[config.mk]
export PLATFORM = sky130hd
export DESIGN_NAME = lpsm_front
export DESIGN_NICKNAME = d
export VERILOG_FILES = /design/src/hw/rtl/lpsm_pkg.sv /design/src/hw/rtl/lpsm_front.sv
export SDC_FILE = /design/constraint.sdc
export NUM_CORES = 1
export LEC_CHECK = 0
export BUFFER_PORTS_ARGS = -buffer_cell sky130_fd_sc_hd__buf_2
export CAP_MARGIN = 20
export CORE_UTILIZATION = 25
export DETAILED_ROUTE_END_ITERATION = 16
export PLACE_DENSITY = 0.92
export SYNTH_ARGS = -nofsm -noshare
export SYNTH_HDL_FRONTEND = slang
export SYNTH_SLANG_ARGS = --single-unit
[constraint.sdc]
create_clock -name vclk -period 1.4
set_clock_uncertainty 0.1 [all_clocks]
set_input_delay 0.28 -clock vclk [all_inputs]
set_output_delay 0.28 -clock vclk [all_outputs]
set_load 0.02 [all_outputs]
[src/hw/rtl/lpsm_pkg.sv]
// shared types, codes and constants of the linear probe slot map
package lpsm_pkg;

  localparam int unsigned KeyW    = 32;
  localparam int unsigned SlotW   = 12;
  localparam int unsigned StatusW = 3;
  localparam int unsigned CmdW    = 2;
  localparam int unsigned LimitW  = 13;

  // default table size and the hard cap on allocated slots
  localparam int unsigned DefaultBuckets = 4096;
  localparam int unsigned SlotsMax       = 4096;

  localparam logic [LimitW-1:0] LimitReset = 13'd4096;

  // command codes
  localparam logic [CmdW-1:0] CmdLookup = 2'd0;
  localparam logic [CmdW-1:0] CmdInsert = 2'd1;
  localparam logic [CmdW-1:0] CmdClear  = 2'd2;

  // result status codes
  localparam logic [StatusW-1:0] StsFound      = 3'd0;
  localparam logic [StatusW-1:0] StsInserted   = 3'd1;
  localparam logic [StatusW-1:0] StsNotFound   = 3'd2;
  localparam logic [StatusW-1:0] StsPresent    = 3'd3;
  localparam logic [StatusW-1:0] StsRegionFull = 3'd4;
  localparam logic [StatusW-1:0] StsTableFull  = 3'd5;
  localparam logic [StatusW-1:0] StsZeroClear  = 3'd6;

  // classified operation handed from front to back
  typedef enum logic [1:0] {
    OpTrivial,
    OpClear,
    OpLookup,
    OpInsert
  } op_e;

  typedef struct packed {
    logic [CmdW-1:0] command;
    logic [KeyW-1:0] key;
  } in_item_t;

  typedef struct packed {
    logic [SlotW-1:0]   slot;
    logic [StatusW-1:0] status;
  } result_t;

  typedef struct packed {
    op_e             op;
    logic [KeyW-1:0] key;
  } job_t;

  typedef struct packed {
    logic full;
    logic empty;
  } queue_status_t;

  typedef struct packed {
    logic sweeping;
  } back_status_t;

endpackage

[src/hw/rtl/lpsm_front.sv]
// front end: accepts items and classifies them into back-end jobs
module lpsm_front (
  input  lpsm_pkg::in_item_t      item_i,
  input  logic                    start,
  output logic                    busy,
  input  lpsm_pkg::queue_status_t queue_status_i,
  input  lpsm_pkg::back_status_t  back_status_i,
  output logic                    push_o,
  output lpsm_pkg::job_t          job_o
);

  assign busy   = queue_status_i.full | back_status_i.sweeping;
  assign push_o = start & ~busy;

  always_comb begin
    job_o.key = item_i.key;
    job_o.op  = lpsm_pkg::OpTrivial;
    if (item_i.command == lpsm_pkg::CmdClear) begin
      job_o.op = lpsm_pkg::OpClear;
    end else if (item_i.command inside {lpsm_pkg::CmdLookup, lpsm_pkg::CmdInsert}) begin
      // zero key answers without touching the table
      if (item_i.key != '0) begin
        job_o.op = (item_i.command == lpsm_pkg::CmdInsert) ? lpsm_pkg::OpInsert
                                                           : lpsm_pkg::OpLookup;
      end
    end
  end

endmodule

Word level (Yosys, flattened, before mapping). Cells that the tools add are included.

Register bits after elaboration: 0. Input port bits: 38. Word-level logic and storage cells: 12. Output and inout bits: 36.

Multiplexer cells: 4. Eq/ne operators: 2. Bitwise gates (word level): 3. Reductions and logical operators: 3.

Operators with widths (count): nonzero test 32 bit (1); two-way mux 2 bit (3); equality test 2 x 1 -> 1 bit (second input constant) (1); equality test 2 bit (second input constant) (1); logical NOT 2 bit (1); nonzero test 2 bit (1); AND 1 bit (1); two-way mux 1 bit (1); NOT 1 bit (1); OR 1 bit (1).

Logic depth before layout (Yosys ltp). Gate-level depths: netlist of the first run.

Depth in word-level cells: 5. Depth in mapped cells: 4. Mapped depth without buffers: 4.

Worst setup path before layout of the first run. OpenSTA, ideal clock, no wires.

Path type: input-to-output. From: in item_i[24] (netlist bit). To: out job_o[32] (netlist bit). Setup slack: 0.074 ns. Required time: 1.020 ns. Stages on the path: 4. Data arrival time: 0.946 ns. Cells stage by stage: nor4_1 -> nand4_1 -> nor2_1 -> o21ai_1.

RTL lines: start, declared (RTL line lpsm_front.sv:3) `input lpsm_pkg::in_item_t item_i,`; end, declared (RTL line lpsm_front.sv:9) `output lpsm_pkg::job_t job_o`.

==> results.cfg, run 1 <==
[place]
port_buffers = 73
gp_congestion = 0.699
pre_cts_slack_ns = -0.246
placed_cell_area_um2 = 492

[synth]
syn-instance-count = 50
synth_top_area_share_pct = 69.1
synth.largest_area_cell = buf_4
yosys-top-cells-area = buf_4 (69%), nor4_1 (13%), nand2b_1 (3.6%)
ys_types = 9
netlist_area_um2 = 348
syn_nets = 88
ys.warnings.count = 0
syn_avg_cell_area_um2 = 6.96
yosysSeqAreaShare_pct = 0

[critical_path]
worstPathArrival_ns = 1.15
cp-end-kind = primary output
path_max_fanout = 2
criticalPathCategory = input port to primary output
start_kind = input port
cp.required_ns = 1.02

[power_and_ir_drop]
p_sw_uw = 135
p_seq_share_pct = 0
pwr-share-comb_pct = 100.0
switching_share_pct = 54.9
ir_drop_uv = 152
pwr-share-clk_pct = 0
p_int_uw = 111
p_leak_nw = 0.352
power_density_nw_per_um2 = 368

[drt]
dr_wl_met3_um = 177
via_per_inst = 4.43
dr.pass1.iters = 3
topRoutingLayerUsed = met3
drt_iter0_markers = 3
routed_wl_um = 965
wire_per_inst_um = 9.10
wl_met2_um = 514
vias = 470
drt-met1-wl_um = 273
drtAntennaViolNets = 0
drc = 0

[timing]
tns_ns = -0.248
period_needed_ns = 1.53
worst_pin_slew_ns = 0.219
drv_slew = 0
finalWorstSetupSlack_ns = -0.127
hold_viol_final = 0
fmax_mhz = 655
rsz0062_at_grt = yes
setup_violations = 2
layout_worst_path_cycle_share_pct = 109
whs_ns = 0.674
relSlewSlack_pct = 85.3

[cells_and_area]
design.seq.count = 0
antenna_cells = 0
nNetsFinal = 131
post-route-util_pct = 51.3
nClkBuffers = 0
drive_above_1_share_pct = 89.0
design_area_um2 = 668
fillers = 127
syn2layout_area_growth_pct = 92.1
regArea_um2 = 0

[global_route]
antenna_found_initial = 0
grt_pass1_vias = 309
track_usage_pct = 9.20
grt_overflow = 0
grt_pass1_wl_mm = 1.04
grt_max_degree = 4

[die]
num_io_pins = 74
die_h_um = 39.3
dieArea_um2 = 1540
die_x_um = 39.3
placeableCoreArea_um2 = 1300
initial_utilization_pct = 26.7
fp-row-count = 13

[status]
violations = negative setup slack
outcome = finished with violations

[min_path]
hold_class = input port to primary output

[run]
max_cap_viol_count = 0
[final timing paths]
kind	startpoint	to	slack, ns	cells after the start
worst max-delay path	item_i[2]	job_o[32]	-0.13	6
worst min-delay path	item_i[10]	job_o[10]	0.67	2
[routing by layer]
metal / vias up / global-route usage (%)
li1: 222 / -
met1: 199 / 9.12
met2: 49 / 21.3
met3: 0 / 0
met4: 0 / 0
met5: - / 0
[layout make-up]
| cell class | instances | area (um2) | area share (%) |
|---|---|---|---|
| inverters | 1 | 3.75 | 0.562 |
| repair buffers | 73 | 452 | 67.6 |
| well taps | 15 | 18.8 | 2.81 |
| multi-input cells | 17 | 194 | 29.0 |
[repair_timing]
action                                  CTS  global route
setup buffers                             0             0
endpoints found under the setup margin    2             2
hold buffers                              0             0
resized for setup                        27             0
pin swaps                                13             2
[cells in the mapped netlist]
library cell and n:
nor2_1 3, or2_2 1, nor4_1 7, nand4_1 2, inv_1 1, nor4_2 1
buf_4 32, nand2b_1 2, o21ai_1 1
[metrics by stage]
step | power [mW] | instances
2_1_floorplan | 0.153 | 50
3_3_place_gp | 0.193 | 106
3_5_place_dp | 0.196 | 106
4_1_cts | 0.247 | 106
5_1_grt | 0.262 | 106
6_report | 0.246 | 106
[cell families (layout without fill, tap and decap cells)]
kind of cell / Yosys count / after routing / synth area share, %
AND/OR/NAND/NOR: 16 / 16 / 28.4
AO/OA/AOI/OAI: 1 / 1 / 1.44
buffers and inverters: 33 / 74 / 70.1
[power groups by stage]
stage / Sequential, mW / Combinational [mW] / Clock, mW
4_1_cts: 0 / 0.247 / 0
3_3_place_gp: 0 / 0.193 / 0
6_report: 0 / 0.246 / 0
5_1_grt: 0 / 0.262 / 0
2_1_floorplan: 0 / 0.153 / 0
3_5_place_dp: 0 / 0.196 / 0
[worst max-delay path, stage by stage]
cell and delay, ns:
buf_6 0.10, nor4_4 0.26, nand4_1 0.13, nor2_1 0.15, o21ai_1 0.07, buf_4 0.15
[layout by cell type (no fill, tap or decap)]
master,n
nand4_1,2
buf_2,58
inv_1,1
nor4_4,6
buf_4,2
nand2b_1,2
buf_6,13
o21ai_1,1
or2_2,1
nor2_1,3
nor4_2,1
nor4_1,1
No activity file was read; power rests on OpenSTA's default activity.
==> run 2: changes to the inputs <==
--- a/config.mk
+++ b/config.mk
@@ -11,4 +11,5 @@
 export DETAILED_ROUTE_END_ITERATION = 16
 export PLACE_DENSITY = 0.92
+export SKIP_LAST_GASP = 1
 export SYNTH_ARGS = -nofsm -noshare
 export SYNTH_HDL_FRONTEND = slang
==> constraint.sdc (replaced) <==
create_clock -name vclk -period 1.4
set_clock_uncertainty 0.1 [all_clocks]
set_input_delay 0.21 -clock vclk [all_inputs]
set_output_delay 0.21 -clock vclk [all_outputs]
set_load 0.02 [all_outputs]
==> run 2 against run 1 <==
The run still ends with negative setup slack left. Final area up 0.56%. Combinational power about the same. Non-clock buffer count unchanged. Critical path type unchanged. Critical endpoint unchanged. Largest cell class unchanged.
==> results.cfg, run 2 (synthesis results as in run 1) <==
[drt]
drtAntennaViolNets = 0
drc = 0
drt_iter0_markers = 3
dr.pass1.iters = 3
routed_wl_mm = 1.00
vias = 476
via_per_inst = 4.49
wire_per_inst_um = 9.44

[cells_and_area]
syn2layout_area_growth_pct = 93.2
drive_above_1_share_pct = 90.1
nClkBuffers = 0
design.seq.count = 0
nNetsFinal = 131
fin_cells = 106
fillers = 123
final_cell_mix = buf_2 (59), buf_6 (11), nor4_4 (6), nor2_1 (3)
final_common_cell = buf_2
antenna_cells = 0
multiInputGateArea_um2 = 200
post-route-util_pct = 51.6
regArea_um2 = 0

[timing]
layout_worst_path_cycle_share_pct = 102
worst_pin_slew_ns = 0.218
fmax_mhz = 702
tns_ns = -0.0424
period_needed_ns = 1.42
relSlewSlack_pct = 85.4
whs_ns = 0.538
finalWorstSetupSlack_ns = -0.0241
setup_violations = 2
rsz0062_at_grt = yes
drv_slew = 0
hold_viol_final = 0

[critical_path]
path_max_fanout = 2
cp_slowest_stage_delay_ns = 0.27
cp-startpoint = item_i[9]
crit_path_cell_trace = buf_2 > nor4_2 > nand4_1 > nor2_1 > o21ai_1 > buf_4
start_kind = input port
critical-path-slowest-cell = nor4_2
cp.required_ns = 1.09
criticalPathCategory = input port to primary output
worstPathArrival_ns = 1.11
cp-end-kind = primary output

[status]
violations = negative setup slack
outcome = finished with violations

[min_path]
hp-start = item_i[17]
hold_class = input port to primary output

[power_and_ir_drop]
ir_drop_uv = 181
p_leak_nw = 0.352
total_power_uw = 247
power_density_nw_per_um2 = 367

[global_route]
grt_pass1_wl_um = 972
grt_overflow = 0
grt_max_degree = 4
grt_pass1_vias = 295
antenna_found_initial = 0
track_usage_pct = 8.61

[die]
fp-row-count = 13
dieArea_um2 = 1540
initial_utilization_pct = 26.7
placeableCoreArea_um2 = 1300
num_io_pins = 74
die_h_um = 39.3
die_x_um = 39.3

[clocking]
hold_buffers = 0

[place]
placed_cells = 106
gp_congestion = 0.699
port_buffers = 73

[run]
max_cap_viol_count = 0
[run 2: worst paths after layout]
path	slack [ns]	endpoint	cells after the start
setup / recovery	-0.02	job_o[32]	6
hold / removal	0.54	job_o[17]	2
[run 2: metal layers]
| layer | vias to the layer above | wire [um] | global-route usage (%) |
|---|---|---|---|
| met5 | - | 0 | 0 |
| met4 | 0 | 0 | 0 |
| met2 | 49 | 568 | 20.0 |
| met3 | 0 | 171 | 0 |
| met1 | 204 | 261 | 8.45 |
| li1 | 223 | - | - |
[run 2: per-stage QoR]
step                      instance area, um2  worst slack [ns]
final                                    672           -0.0241
after global routing                     672           -0.0834
after CTS                                641           0.00109
after detailed placement                 492            -0.106
after global placement                   492            -0.107
after floorplan                          348             0.214
[run 2: final cells by class]
class / count / area share [%]
timing repair buffer: 73 / 66.9
multi-input combinational: 17 / 29.8
tap: 15 / 2.79
inverter: 1 / 0.559
[run 2: what timing repair did]
action,in CTS,in global routing
setup buffers,0,0
endpoints found under the setup margin,2,2
gates cloned,0,0
pin swaps,10,2
resized for setup,22,8
[run 2: power breakdown]
group | switching (mW) | internal [mW] | total [mW]
clock network | 0 | 0 | 0
logic | 0.136 | 0.111 | 0.247
registers | 0 | 0 | 0
total | 0.136 | 0.111 | 0.247
[run 2: worst max-delay path, delay by kind of cell]
family,cells,cell delay (ns)
AND/OR/NAND/NOR,3,0.57
AO/OA/AOI/OAI,1,0.07
buffers and inverters,2,0.26
==> run 3: changes to the inputs <==
- REMOVE_ABC_BUFFERS: not set -> 1
==> run 3 against run 2 <==
The run still ends with negative setup slack left. Non-clock buffer count is the same. First-iteration DRC count shrank 67%. Maximum frequency grew 0.50%. Combinational power shrank 2%. Final area shrank 4.3%. Wire length grew 18%. Via count grew 1.9%. Count of clock-buffer cells in the layout is the same. Worst hold slack is essentially flat. Core utilization shrank 2.2 points. Global-route usage grew 2.0 points. Largest cell class unchanged. Largest power group unchanged.
==> results.cfg, run 3 (synthesis results as in run 1) <==
[drt]
dr.pass1.iters = 4
drt_iter0_markers = 1
vias = 485
drc = 0
via_per_inst = 4.58
routed_wl_mm = 1.19
drtAntennaViolNets = 0
wire_per_inst_um = 11.2

[die]
die_x_um = 39.3
fp-row-count = 13
num_io_pins = 74
die_h_um = 39.3
dieArea_um2 = 1540
initial_utilization_pct = 26.7
placeableCoreArea_um2 = 1300

[critical_path]
cp.required_ns = 1.09
criticalPathCategory = input port to primary output
start_kind = input port
worstPathArrival_ns = 1.11
path_max_fanout = 2
cp-end-kind = primary output

[cells_and_area]
antenna_cells = 0
syn2layout_area_growth_pct = 84.9
final_common_cell = buf_2
regArea_um2 = 0
nClkBuffers = 0
multiInputGateArea_um2 = 194
design.seq.count = 0
nNetsFinal = 131
fillers = 132
drive_above_1_share_pct = 91.2
final_cell_mix = buf_2 (62), buf_6 (9), nor4_4 (5), nor4_2 (3)
design_area_um2 = 643

[place]
gp_congestion = 0.741
placed_cell_area_um2 = 492
port_buffers = 73

[power_and_ir_drop]
power_density_nw_per_um2 = 375
p_leak_nw = 0.343
ir_drop_uv = 126

[timing]
finalWorstSetupSlack_ns = -0.0170
hold_viol_final = 0
layout_worst_path_cycle_share_pct = 101
setup_violations = 1
drv_slew = 0
rsz0062_at_grt = yes
worst_pin_slew_ns = 0.226
relSlewSlack_pct = 84.8
fmax_mhz = 706
period_needed_ns = 1.42
whs_ns = 0.537

[run]
max_cap_viol_count = 0

[global_route]
grt_overflow = 0
grt_pass1_vias = 336
antenna_found_initial = 0
track_usage_pct = 10.6
grt_pass1_wl_mm = 1.15
grt_max_degree = 4

[clocking]
hold_buffers = 0
postCtsSetupBuffers = 0

[min_path]
hp-start = item_i[22]
hold_class = input port to primary output
hold_end = job_o[22]
min_path_cells = 2

[status]
violations = negative setup slack
outcome = finished with violations
## run 3: power breakdown
part	internal [mW]	switching (mW)
clock network	0	0
logic	0.103	0.138
registers	0	0
## run 3: per-stage QoR
step / TNS [ns] / std cells / util [%] / worst slack [ns] / total power, mW
finish: -0.0170 / 106 / 49.4 / -0.0170 / 0.241
global route: -0.195 / 106 / 49.4 / -0.109 / 0.257
CTS: -0.0571 / 106 / 44.5 / -0.0333 / 0.224
detailed placement: -0.182 / 106 / 37.8 / -0.108 / 0.199
global placement: -0.205 / 106 / 37.8 / -0.120 / 0.197
floorplan: 0 / 18 / - / 0.214 / 0.0196
## run 3: cell type report
class	instances	area share [%]
inverter	1	0.584
multi-input combinational	17	30.2
tap	15	2.92
timing repair buffer	73	66.3
## run 3: metal layers
layer / part of all wire [%] / GRT usage (%) / up-vias
met4: 0 / 0 / 0
met2: 55 / 26.7 / 54
met3: 17 / 0 / 0
met1: 28 / 8.78 / 203
met5: 0 / 0 / -
li1: - / - / 228
## run 3: how the worst max path moves through the flow
stage	startpoint	to	depth (start not counted)
4_1_cts	item_i[14]	job_o[32]	6
3_5_place_dp	item_i[1]	job_o[32]	6
3_3_place_gp	item_i[5]	job_o[32]	6
5_1_grt	item_i[2]	job_o[32]	6
6_report	item_i[28]	job_o[32]	6
2_1_floorplan	item_i[24]	job_o[32]	4
## run 3: timing repair
item | in CTS | in global routing
endpoints found under the setup margin | 2 | 2
hold endpoints to repair | 0 | 0
pin swaps | 6 | 9
resized for setup | 14 | 12
## run 3: critical path: stages
cell,delay [ns]
buf_2,0.11
nor4_2,0.26
nand4_1,0.15
nor2_2,0.14
o21ai_1,0.08
buf_4,0.15
