**config.mk**
```make
export PLATFORM = sky130hd
export DESIGN_NAME = lpsm_queue
export DESIGN_NICKNAME = d
export VERILOG_FILES = /design/src/hw/rtl/lpsm_pkg.sv /design/src/hw/rtl/lpsm_queue.sv
export SDC_FILE = /design/constraint.sdc
export NUM_CORES = 1
export LEC_CHECK = 0
export CAP_MARGIN = 20
export CORE_UTILIZATION = 62
export CTS_CLUSTER_SIZE = 8
export DETAILED_ROUTE_END_ITERATION = 16
export DONT_BUFFER_PORTS = 1
export MAX_ROUTING_LAYER = met4
export PLACE_DENSITY = 0.78
export SYNTH_ARGS = -nofsm -noshare
export SYNTH_HDL_FRONTEND = slang
export SYNTH_SLANG_ARGS = --single-unit
```
**constraint.sdc**
```tcl
create_clock -name clk_i -period 3.38 [get_ports clk_i]
set_clock_uncertainty 0.05 [all_clocks]
set_input_delay 0.845 -clock clk_i [delete_from_list [all_inputs] [get_ports clk_i]]
set_output_delay 0.845 -clock clk_i [all_outputs]
set_load 0.05 [all_outputs]
```
**src/hw/rtl/lpsm_pkg.sv**
```systemverilog
// shared types, codes and constants of the linear probe slot map
package lpsm_pkg;

  localparam int unsigned KeyW    = 32;
  localparam int unsigned SlotW   = 12;
  localparam int unsigned StatusW = 3;
  localparam int unsigned CmdW    = 2;
  localparam int unsigned LimitW  = 13;

  // default table size and the hard cap on allocated slots
  localparam int unsigned DefaultBuckets = 4096;
  localparam int unsigned SlotsMax       = 4096;

  localparam logic [LimitW-1:0] LimitReset = 13'd4096;

  // command codes
  localparam logic [CmdW-1:0] CmdLookup = 2'd0;
  localparam logic [CmdW-1:0] CmdInsert = 2'd1;
  localparam logic [CmdW-1:0] CmdClear  = 2'd2;

  // result status codes
  localparam logic [StatusW-1:0] StsFound      = 3'd0;
  localparam logic [StatusW-1:0] StsInserted   = 3'd1;
  localparam logic [StatusW-1:0] StsNotFound   = 3'd2;
  localparam logic [StatusW-1:0] StsPresent    = 3'd3;
  localparam logic [StatusW-1:0] StsRegionFull = 3'd4;
  localparam logic [StatusW-1:0] StsTableFull  = 3'd5;
  localparam logic [StatusW-1:0] StsZeroClear  = 3'd6;

  // classified operation handed from front to back
  typedef enum logic [1:0] {
    OpTrivial,
    OpClear,
    OpLookup,
    OpInsert
  } op_e;

  typedef struct packed {
    logic [CmdW-1:0] command;
    logic [KeyW-1:0] key;
  } in_item_t;

  typedef struct packed {
    logic [SlotW-1:0]   slot;
    logic [StatusW-1:0] status;
  } result_t;

  typedef struct packed {
    op_e             op;
    logic [KeyW-1:0] key;
  } job_t;

  typedef struct packed {
    logic full;
    logic empty;
  } queue_status_t;

  typedef struct packed {
    logic sweeping;
  } back_status_t;

endpackage

```
**src/hw/rtl/lpsm_queue.sv**
```systemverilog
// two-entry job queue between front and back
module lpsm_queue (
  input  logic                    clk_i,
  input  logic                    rst_ni,
  input  logic                    push_i,
  input  lpsm_pkg::job_t          push_data_i,
  input  logic                    pop_i,
  output lpsm_pkg::job_t          head_o,
  output lpsm_pkg::queue_status_t status_o
);

  lpsm_pkg::job_t entry_q [2];
  logic           wr_ptr_q, wr_ptr_d;
  logic           rd_ptr_q, rd_ptr_d;
  logic [1:0]     count_q, count_d;

  always_comb begin
    wr_ptr_d = wr_ptr_q;
    rd_ptr_d = rd_ptr_q;
    count_d  = count_q;
    if (push_i) begin
      wr_ptr_d = ~wr_ptr_q;
    end
    if (pop_i) begin
      rd_ptr_d = ~rd_ptr_q;
    end
    if (push_i && !pop_i) begin
      count_d = count_q + 2'd1;
    end else if (!push_i && pop_i) begin
      count_d = count_q - 2'd1;
    end
  end

  always_ff @(posedge clk_i or negedge rst_ni) begin
    if (!rst_ni) begin
      wr_ptr_q <= 1'b0;
      rd_ptr_q <= 1'b0;
      count_q  <= '0;
    end else begin
      wr_ptr_q <= wr_ptr_d;
      rd_ptr_q <= rd_ptr_d;
      count_q  <= count_d;
    end
  end

  always_ff @(posedge clk_i) begin
    if (push_i) begin
      entry_q[wr_ptr_q] <= push_data_i;
    end
  end

  assign head_o         = entry_q[rd_ptr_q];
  assign status_o.full  = (count_q == 2'd2);
  assign status_o.empty = (count_q == 2'd0);

endmodule

```
Word-level counts from Yosys, hierarchy flattened

Memories as Yosys holds them, arrays and structs flattened.
Cells that the tools add are included.

Input port bits: 38
Output and inout port bits: 36
Memories kept: 1
Flip-flop bits (word level): 4
Memory bits (writable): 68
Logic and storage cells: 19

$add $sub $neg: 2
Multiplexer cells: 4
Bitwise gates (word level): 2
Reductions and logical operators: 6
Equal/unequal tests: 1

Memory list:

| name    | words | width | rd ports | clocked after Yosys merged registers in | write ports | RTL line         | RTL |
|---|---|---|---|---|---|---|---|
| entry_q | 2     | 34    | 1        | 0                                       | 1           | lpsm_queue.sv:12 | `lpsm_pkg::job_t entry_q [2];` |

Operator list:

| kind                | number |
|---|---|
| $mux 2              | 2 |
| $add 2x1->2 const B | 1 |
| $eq 2x2->1 const B  | 1 |
| $logic_and 1x1->1   | 2 |
| $logic_not 1->1     | 2 |
| $logic_not 2->1     | 1 |
| $mux 1              | 2 |
| $not 1->1           | 2 |
| $reduce_bool 2->1   | 1 |
| $sub 2x1->2 const B | 1 |

Logic depth before layout (Yosys ltp)

Gate-level depths: netlist (run 1).

Word-level depth: 4
Gate-level depth with buffers: 5
Mapped depth without buffers: 5

Worst setup path after synthesis (run 1)

Ideal clock, no wire load.

Path kind: input to register
Start: in push_i
End: mem entry_q[0][0] (netlist name) (enable)
Buffers on the path: 0
Required time: 2.901 ns
Setup time: 0.429 ns
Path slack: 0.523 ns
Arrival: 2.378 ns
Cell stages on the path: 1
Path through: nor2b_1

Longest elaborated chain between the ends: 2

Ends and longest elaborated chain:

| what                         | RTL line         | RTL |
|---|---|---|
| start, declared              | lpsm_queue.sv:5  | `input logic push_i,` |
| $mux 1                       | lpsm_queue.sv:47 | `if (push_i) begin` |
| $mux 1 (implied by the code) | lpsm_queue.sv:48 | `entry_q[wr_ptr_q] <= push_data_i;` |
| end, declared                | lpsm_queue.sv:12 |  |

No other way between the ends.

==> impl_metrics.toml, run 1 <==
[die]
dieArea_mm2 = 0.00477
die_x_um = 69.1
ios = 74
die_y_um = 69.1
num_rows = 24
coreArea_mm2 = 0.00435
start_util_pct = 64.1

[sta]
maxSlewViolCount = 0
tightest_slew_ns = 0.941
setup_viol = 0
rsz0062_at_grt = "no"
tns_ns = 0
slew_headroom_pct = 37.1
fin_crit_ns = 2.86
finalHoldViolCount = 0
fin_crit_sh_pct = 84.7
fmax_mhz = 349

[cts]
hold_buffers = 0
clkLatencyLatePin_ns = 0.33
clock-sinks = 72
root_buffer = "clkbuf_8"
postCtsSetupBuffers = 0
ctsLongestPathBuffers = 2
h-tree-depth = 3
cts_tree = "built"
cts-resized-gates = 0
cts_buffers = 9
path_clk_slew_ns = 0.07

[final_layout]
final_nets = 169
drive_gt1_share_pct = 38.5
final_cell_mix = "68 x edfxtp_1, 29 x mux2_4, 9 x clkbuf_8"
mostFrequentLayoutCell = "edfxtp_1"
n_antenna_cell = 0
area_growth_syn_to_layout_pct = 8.83

[drt]
drt_iter0_markers = 86
dr.pass1.iters = 4
met3WireLength_um = 300
drtAntennaViolNets = 0
vias = 1054
vias_per_cell = 5.64
route.met2.wl_mm = 1.87
top_layer_used = "met4"
drc = 0
wire_per_inst_um = 20.0
drt_wl_total_mm = 3.74
m1WireLength_mm = 1.48

[global_routing]
grt.total_usage_pct = 17.6
antenna_found_initial = 0
grt_pass1_vias = 1118
grt_pass1_wl_mm = 5.68
grt_overflow = 0
grt_max_degree = 35

[yosys]
yosys.area.top_type = "edfxtp_1"
synth_top_family_by_area = "multiplexers"
synth-xor-area-share_pct = 1.57
synth_area_leaders = "edfxtp_1 73%, mux2_4 16%, dfrtp_1 3.6%"
syn_area_per_cell_um2 = 22.9
ys_ff_latch = 72
synth_simple_gate_area_share_pct = 0.941
synthesis.instances = 122
synth_top_area_share_pct = 73.2
synth_mux_area_share_pct = 17.6
synth_area_mm2 = 0.00279
synth-adder-area-share_pct = 0.448
synth-seq-area-share_pct = 76.7
synth_nets = 161
synthDistinctLibCells = 13
synth_compound_area_share_pct = 0
yosysWarnings = 0

[worst_setup_path]
worstPathArrival_ns = 1.97
cp-end-kind = "output port"
crit-reg2reg-launch = "wr_ptr_q$_DFFE_PN0P_"
crit_start = "rd_ptr_q$_DFFE_PN0P_"
cp-start-kind = "flip-flop"
path_max_fanout = 26
cp_data_required_time_ns = 2.48
critical_path_class = "flip-flop to output port"

[power]
power_density_mw_per_mm2 = 1090
leakage_uw = 0.00111
total_power_uw = 3310
vdd_drop_max_mv = 0.651

[status]
outcome = "completed"

[worst_hold_path]
hp-class = "input pin to asynchronous set/reset pin"

[flow_run]
drv_cap = 0

[place]
numPortBuffers = 0
routabilityCongestion = 0.643
registers in the layout, indices dropped and copies added (netlist names):
| signal | cells |
|---|---|
| rd_ptr_q | 1 |
| count_q | 2 |
| wr_ptr_q | 1 |
| entry_q | 68 |
worst max-delay path: stages (launching register included):
cell and delay (ns):
dfrtp_2 0.87, buf_4 0.35, mux2_4 0.41
final timing paths:
kind	end	slack, ns	cells after the start
setup / recovery	head_o[15]	0.52	2
hold / removal	count_q[1]$_DFFE_PN0P_	0.15	0
setup reg to reg	entry_q[0][22]$_DFFE_PP_	1.74	1
hold reg to reg	count_q[1]$_DFFE_PN0P_	0.48	1
max in group asynchronous	rd_ptr_q$_DFFE_PN0P_	3.05	0
min in group clk_i	count_q[1]$_DFFE_PN0P_	0.48	1
power breakdown:
group	switching, uW	leakage, uW	internal (uW)
combinational	853	0.000313	340
clock	297	0.000118	488
sequential	139	0.000684	1190
per-layer routing:
| layer | vias to the layer above | track usage (%) |
|---|---|---|
| li1 | 484 | - |
| met1 | 512 | 20.5 |
| met2 | 49 | 25.6 |
| met3 | 9 | 6.73 |
| met4 | 0 | 11.6 |
| met5 | - | - |
Yosys cell counts:
master,instances
edfxtp_1,68
xor2_1,4
ha_1,1
dfrtp_1,4
nor2b_1,2
inv_1,1
nor2_1,2
buf_12,3
buf_6,1
mux2_2,5
mux2_4,29
and2_1,1
xnor2_1,1
layout make-up:
| cell class | instances | area [um^2] |
|---|---|---|
| sequential | 72 | 2140 |
| timing repair buffer | 1 | 7.51 |
| inverter | 1 | 3.75 |
| clock inverter | 6 | 108 |
| multi-input combinational | 45 | 583 |
| tap | 52 | 65.1 |
| fill | 267 | 1320 |
| clock buffer | 10 | 128 |
stage by stage:
stage,hold slack (ns),utilization [%],setup WS (ns),std cells,instance area (um^2)
after CTS,0.135,69.8,0.497,187,3040
after global placement,0.421,64.4,0.893,171,2800
final,0.147,69.8,0.518,187,3040
after floorplan,0.405,-,0.523,122,2790
after detailed placement,0.468,64.4,0.866,171,2800
after global routing,0.131,69.8,0.432,187,3040
cell families (layout without fill, tap and decap cells):
family | Yosys count | after routing
xor+xnor | 5 | 5
fa+ha+maj | 1 | 1
buf+inv | 5 | 18
flops | 72 | 72
mux | 34 | 34
simple gates | 5 | 5
Power figures use the tool's default switching activity.
==> run 2: changes to the inputs <==
--- a/config.mk
+++ b/config.mk
@@ -5,13 +5,14 @@
 export SDC_FILE = /design/constraint.sdc
 export NUM_CORES = 1
 export LEC_CHECK = 0
+export ABC_AREA = 1
 export CAP_MARGIN = 20
-export CORE_UTILIZATION = 62
+export CORE_UTILIZATION = 56
 export CTS_CLUSTER_SIZE = 8
 export DETAILED_ROUTE_END_ITERATION = 16
 export DONT_BUFFER_PORTS = 1
 export MAX_ROUTING_LAYER = met4
-export PLACE_DENSITY = 0.78
+export PLACE_DENSITY = 0.74
 export SYNTH_ARGS = -nofsm -noshare
 export SYNTH_HDL_FRONTEND = slang
 export SYNTH_SLANG_ARGS = --single-unit
==> constraint.sdc (replaced) <==
create_clock -name clk_i -period 2.6 [get_ports clk_i]
set_clock_uncertainty 0.05 [all_clocks]
set_input_delay 0.65 -clock clk_i [delete_from_list [all_inputs] [get_ports clk_i]]
set_output_delay 0.65 -clock clk_i [all_outputs]
set_load 0.05 [all_outputs]
==> impl_metrics.toml, run 2 <==
[worst_setup_path]
cp-end-kind = "output port"
path_max_fanout = 20
cp_data_required_time_ns = 1.90
crit_start = "rd_ptr_q$_DFFE_PN0P_"
crit-reg2reg-launch = "wr_ptr_q$_DFFE_PN0P_"
cp-start-kind = "flip-flop"
critical_path_class = "flip-flop to output port"
worstPathArrival_ns = 1.68

[cts]
root_buffer = "clkbuf_8"
cts_buffers = 9
cts-resized-gates = 0
cts_tree = "built"
ctsLongestPathBuffers = 2
path_clk_slew_ns = 0.07
h-tree-depth = 3
clock-sinks = 72
clkLatencyLatePin_ns = 0.34

[sta]
rsz0062_at_grt = "no"
fmax_mhz = 420
fin_crit_ns = 2.38
finalHoldViolCount = 0
tns_ns = 0
maxSlewViolCount = 0
tightest_slew_ns = 0.484
slew_headroom_pct = 67.7
setup_viol = 0
fin_crit_sh_pct = 91.5

[drt]
drt_wl_total_mm = 3.80
drtAntennaViolNets = 0
drt_iter0_markers = 63
dr.pass1.iters = 4
vias = 1141
vias_per_cell = 5.26
drc = 0
wire_per_inst_um = 17.5

[global_routing]
grt_max_degree = 21
grt_overflow = 0
grt_pass1_vias = 1209
antenna_found_initial = 0
grt.total_usage_pct = 16.7
grt_pass1_wl_mm = 5.79

[yosys]
ys.flop_type = "edfxtp_1"
syn_area_per_cell_um2 = 21.5
synth_top_area_share_pct = 72.6
yosysMostFrequentCell = "edfxtp_1"
synth-seq-area-share_pct = 76.2
synth_area_mm2 = 0.00281
synth_nets = 170
synth_area_leaders = "edfxtp_1 73%, mux2_4 15%, dfrtp_1 3.6%"
async_reset_ff_share_pct = 5.56
synth_common_cells = "68 x edfxtp_1, 29 x mux2_4, 7 x inv_1"
synthesis.instances = 131
yosys.area.top_type = "edfxtp_1"
synthDistinctLibCells = 14
yosysWarnings = 0
ys_ff_latch = 72
synth_edf_count = 68

[final_layout]
final_nets = 184
utilization_pct = 65.2
drive_gt1_share_pct = 38.7
regMostFlops = "entry_q"
fin_area_mm2 = 0.00312
n_antenna_cell = 0
area_growth_syn_to_layout_pct = 10.9
final_cell_mix = "68 x edfxtp_1, 29 x mux2_4, 11 x clkbuf_8"
mostFrequentLayoutCell = "edfxtp_1"
largest_reg_flops = 68
largest_registers = "entry_q: 68 flops, count_q: 2 flops"

[die]
die_y_um = 72.9
coreArea_mm2 = 0.00479
num_rows = 25
die_x_um = 72.9
dieArea_mm2 = 0.00531
ios = 74
start_util_pct = 58.7

[power]
vdd_drop_max_mv = 0.757
power_density_mw_per_mm2 = 1360
leakage_uw = 0.00116
total_power_uw = 4230

[status]
outcome = "completed"

[worst_hold_path]
hp-class = "input pin to flip-flop"
hold_start = "pop_i"

[place]
numPortBuffers = 0
dpl_cell_area_mm2 = 0.00290
routabilityCongestion = 0.598
hpwl_mm = 2.54

[flow_run]
drv_cap = 0
-- run 2: cell types whose count changed in the layout (fill, tap and decap cells not counted), sizes merged, moves of 2 or more --
cell      before  now
buf            1    6
bufinv         3    1
clkinvlp       0    2
inv            1    7
nand2          0    5
nor2b          2    0
xor2           4    2
-- run 2: routing by layer --
| layer | vias to the layer above | global-route usage [%] | wire [um] | part of all wire [%] |
|---|---|---|---|---|
| met3 | 10 | 6.91 | 304 | 8.0 |
| met2 | 50 | 26.0 | 1990 | 52 |
| met1 | 560 | 17.4 | 1400 | 37 |
| met4 | 0 | 11.1 | 94 | 2.5 |
| li1 | 521 | - | - | - |
| met5 | - | - | 0 | 0 |
-- run 2: power by group --
part           internal [uW]  leakage, uW  switching (uW)
registers               1540     0.000684             135
logic                    503     0.000379            1170
clock network            491     0.000101             386
-- run 2: worst max-delay path: stages (launching register included) --
cell,delay (ns)
dfrtp_2,0.66
buf_12,0.25
mux2_4,0.41
-- run 2: what timing repair did --
| item | in CTS | in global routing |
|---|---|---|
| endpoints found under the hold margin | 4 | 0 |
| hold buffers | 1 | 0 |
| setup buffers | 0 | 0 |
-- run 2: logic make-up (layout without fill, tap and decap cells) --
| logic type | Yosys count | after routing | synth area share (%) |
|---|---|---|---|
| AND/OR/NAND/NOR | 10 | 10 | 1.47 |
| flip-flops | 72 | 72 | 76.2 |
| adder cells (fa/ha/maj) | 1 | 1 | 0.445 |
| buffers and inverters | 11 | 30 | 3.47 |
| XOR/XNOR | 3 | 3 | 0.935 |
| multiplexers | 34 | 34 | 17.5 |
-- run 2: layout make-up --
| type | count | area [um^2] |
|---|---|---|
| Sequential cell | 72 | 2140 |
| Timing Repair Buffer | 7 | 80.1 |
| Multi-Input combinational cell | 48 | 579 |
| Clock buffer | 11 | 151 |
| Fill cell | 307 | 1670 |
| Clock inverter | 5 | 55.1 |
| Inverter | 7 | 26.3 |
| Tap cell | 67 | 83.8 |
-- run 2: final timing paths --
| kind | cells past startpoint | slack (ns) | endpoint |
|---|---|---|---|
| worst max-delay path | 2 | 0.22 | head_o[3] |
| worst min-delay path | 1 | 0.34 | rd_ptr_q$_DFFE_PN0P_ |
| worst max register to register | 2 | 1.17 | entry_q[0][21]$_DFFE_PP_ |
| worst min register to register | 2 | 0.47 | count_q[1]$_DFFE_PN0P_ |
| max in group asynchronous | 1 | 1.77 | rd_ptr_q$_DFFE_PN0P_ |
| min in group asynchronous | 1 | 0.54 | count_q[0]$_DFFE_PN0P_ |
-- run 2: through the flow --
step                      hold slack [ns]  setup WS (ns)  cells
final                               0.337          0.222    217
after global routing                0.314          0.144    217
after CTS                           0.317          0.182    217
after detailed placement            0.304          0.552    200
after global placement              0.305          0.574    200
after floorplan                     0.304        0.00157    131
==> run 3: changes to the inputs <==
--- a/config.mk
+++ b/config.mk
@@ -5,7 +5,6 @@
 export SDC_FILE = /design/constraint.sdc
 export NUM_CORES = 1
 export LEC_CHECK = 0
-export ABC_AREA = 1
 export CAP_MARGIN = 20
 export CORE_UTILIZATION = 56
 export CTS_CLUSTER_SIZE = 8
==> impl_metrics.toml, run 3 (same netlist as run 1, synthesis figures left out) <==
[global_routing]
antenna_found_initial = 0
grt_pass1_vias = 1200
grt_overflow = 0
grt.total_usage_pct = 16.6
use_met1_pct = 17.8
use_met3_pct = 7.73
grt_pass1_wl_mm = 5.82
grt_max_degree = 19
grt_busiest_layer = "met2"
grt_use_met2_pct = 25.9

[final_layout]
ff_latch_area_mm2 = 0.00214
largest_reg_flops = 68
nFillCells = 350
final_cell_mix = "68 x edfxtp_1, 29 x mux2_4, 9 x clkbuf_8"
final_nets = 176
multi_input_area_um2 = 583
mostFrequentLayoutCell = "edfxtp_1"
area_growth_syn_to_layout_pct = 9.91
n_antenna_cell = 0
drive_gt1_share_pct = 39.4
largest_registers = "entry_q: 68 flops, count_q: 2 flops"
regMostFlops = "entry_q"

[place]
numPortBuffers = 0
routabilityCongestion = 0.602

[drt]
drtAntennaViolNets = 0
wire_per_inst_um = 18.6
drt_iter0_markers = 57
dr.pass1.iters = 4
drt_wl_total_mm = 3.89
vias_per_cell = 5.19
drc = 0
vias = 1084

[cts]
cts_buffers = 9
cts-resized-gates = 0
root_buffer = "clkbuf_8"
clock-sinks = 72
postCtsSetupBuffers = 0
path_clk_slew_ns = 0.06
ctsLongestPathBuffers = 2
h-tree-depth = 3
clkLatencyLatePin_ns = 0.33
cts_tree = "built"

[worst_setup_path]
cp-end-kind = "output port"
slowest_delay_ns = 0.51
cp-start-kind = "flip-flop"
cp_data_required_time_ns = 1.90
critical_path_class = "flip-flop to output port"
crit-reg2reg-launch = "wr_ptr_q$_DFFE_PN0P_"
timing.rr.end = "entry_q[1][25]$_DFFE_PP_"
reg2regPathDepth = 2
path_max_fanout = 18
critPathSlowestCell = "mux2_2"
r2r_setup_slack_ns = 1.13
critical_path.cell_chain = "buf_4 -> mux2_2"
worstPathArrival_ns = 1.50

[die]
dieArea_mm2 = 0.00527
coreArea_mm2 = 0.00475
start_util_pct = 58.7
num_rows = 25
die_y_um = 72.6
die_x_um = 72.6
ios = 74

[power]
pwr-share-comb_pct = 41.6
power_switching_uw = 1660
p_int_uw = 2480
power_density_mw_per_mm2 = 1350
vdd_drop_max_mv = 0.741
leakage_uw = 0.00113
p_clk_share_pct = 19.2
p_sw_share_pct = 40.1
total_power_uw = 4140
pwr-share-seq_pct = 39.3

[worst_hold_path]
whs_path_depth = 1
hold_end = "rd_ptr_q$_DFFE_PN0P_"
hp-class = "input pin to flip-flop"
hold_start = "pop_i"

[sta]
tns_ns = 0
finalHoldViolCount = 0
setup_viol = 0
fin_crit_ns = 2.20
tightest_slew_ns = 0.463
maxSlewViolCount = 0
rsz0062_at_grt = "no"
fin_crit_sh_pct = 84.6
fmax_mhz = 455
slew_headroom_pct = 69.1

[status]
outcome = "completed"

[flow_run]
drv_cap = 0
-- run 3: changes by cell type in the layout (fill, tap and decap cells not counted), sizes merged, moves of 2 or more --
cell	before	now
clkinv	2	4
clkinvlp	2	0
inv	7	1
nand2	5	0
nor2b	0	2
xor2	2	4
-- run 3: worst max path at each step --
stage / endpoint / cells after the start / startpoint / slack (ns)
finish: head_o[32] / 2 / rd_ptr_q$_DFFE_PN0P_ / 0.40
CTS: head_o[32] / 2 / rd_ptr_q$_DFFE_PN0P_ / 0.37
global placement: head_o[32] / 2 / rd_ptr_q$_DFFE_PN0P_ / 0.75
global route: head_o[32] / 2 / rd_ptr_q$_DFFE_PN0P_ / 0.33
detailed placement: head_o[32] / 2 / rd_ptr_q$_DFFE_PN0P_ / 0.74
floorplan: entry_q[0][0]$_DFFE_PP_ / 1 / push_i / 0.57
-- run 3: layout make-up --
| class | count | area share [%] |
|---|---|---|
| timing repair buffer | 8 | 2.45 |
| sequential | 72 | 69.9 |
| clock inverter | 5 | 1.55 |
| multi-input combinational | 45 | 19.0 |
| tap | 67 | 2.73 |
| inverter | 1 | 0.122 |
| clock buffer | 11 | 4.28 |
-- run 3: what timing repair did --
action / 4_1_cts / 5_1_grt
setup endpoints to repair: 0 / 0
endpoints found under the hold margin: 4 / 0
hold buffers: 1 / 0
-- run 3: metal layers --
metal / up-vias / part of all wire [%]
met5: - / 0
met4: 0 / 1.4
met3: 7 / 9.4
met2: 52 / 50
met1: 526 / 39
li1: 499 / -
-- run 3: metrics by stage --
| step | std cells | util [%] | worst slack [ns] | instance area, um^2 | hold slack [ns] |
|---|---|---|---|---|---|
| final | 209 | 64.5 | 0.400 | 3070 | 0.353 |
| after CTS | 209 | 64.5 | 0.371 | 3070 | 0.334 |
| after detailed placement | 192 | 60.6 | 0.736 | 2880 | 0.305 |
| after global placement | 192 | 60.6 | 0.748 | 2880 | 0.305 |
| after global routing | 209 | 64.5 | 0.332 | 3070 | 0.327 |
| after floorplan | 122 | - | 0.569 | 2790 | 0.304 |
-- run 3: power groups by stage --
stage / sequential (uW) / combinational, uW / clock [uW]
final: 1620 / 1720 / 794
after global routing: 1640 / 1780 / 863
after CTS: 1630 / 1740 / 821
after detailed placement: 1650 / 1740 / 0
after global placement: 1630 / 1720 / 0
after floorplan: 1630 / 1660 / 0
-- run 3: critical path: cells and delay by family (launching register included) --
kind,cells,cell delay [ns]
buf+inv,1,0.31
flops,1,0.35
mux,1,0.51
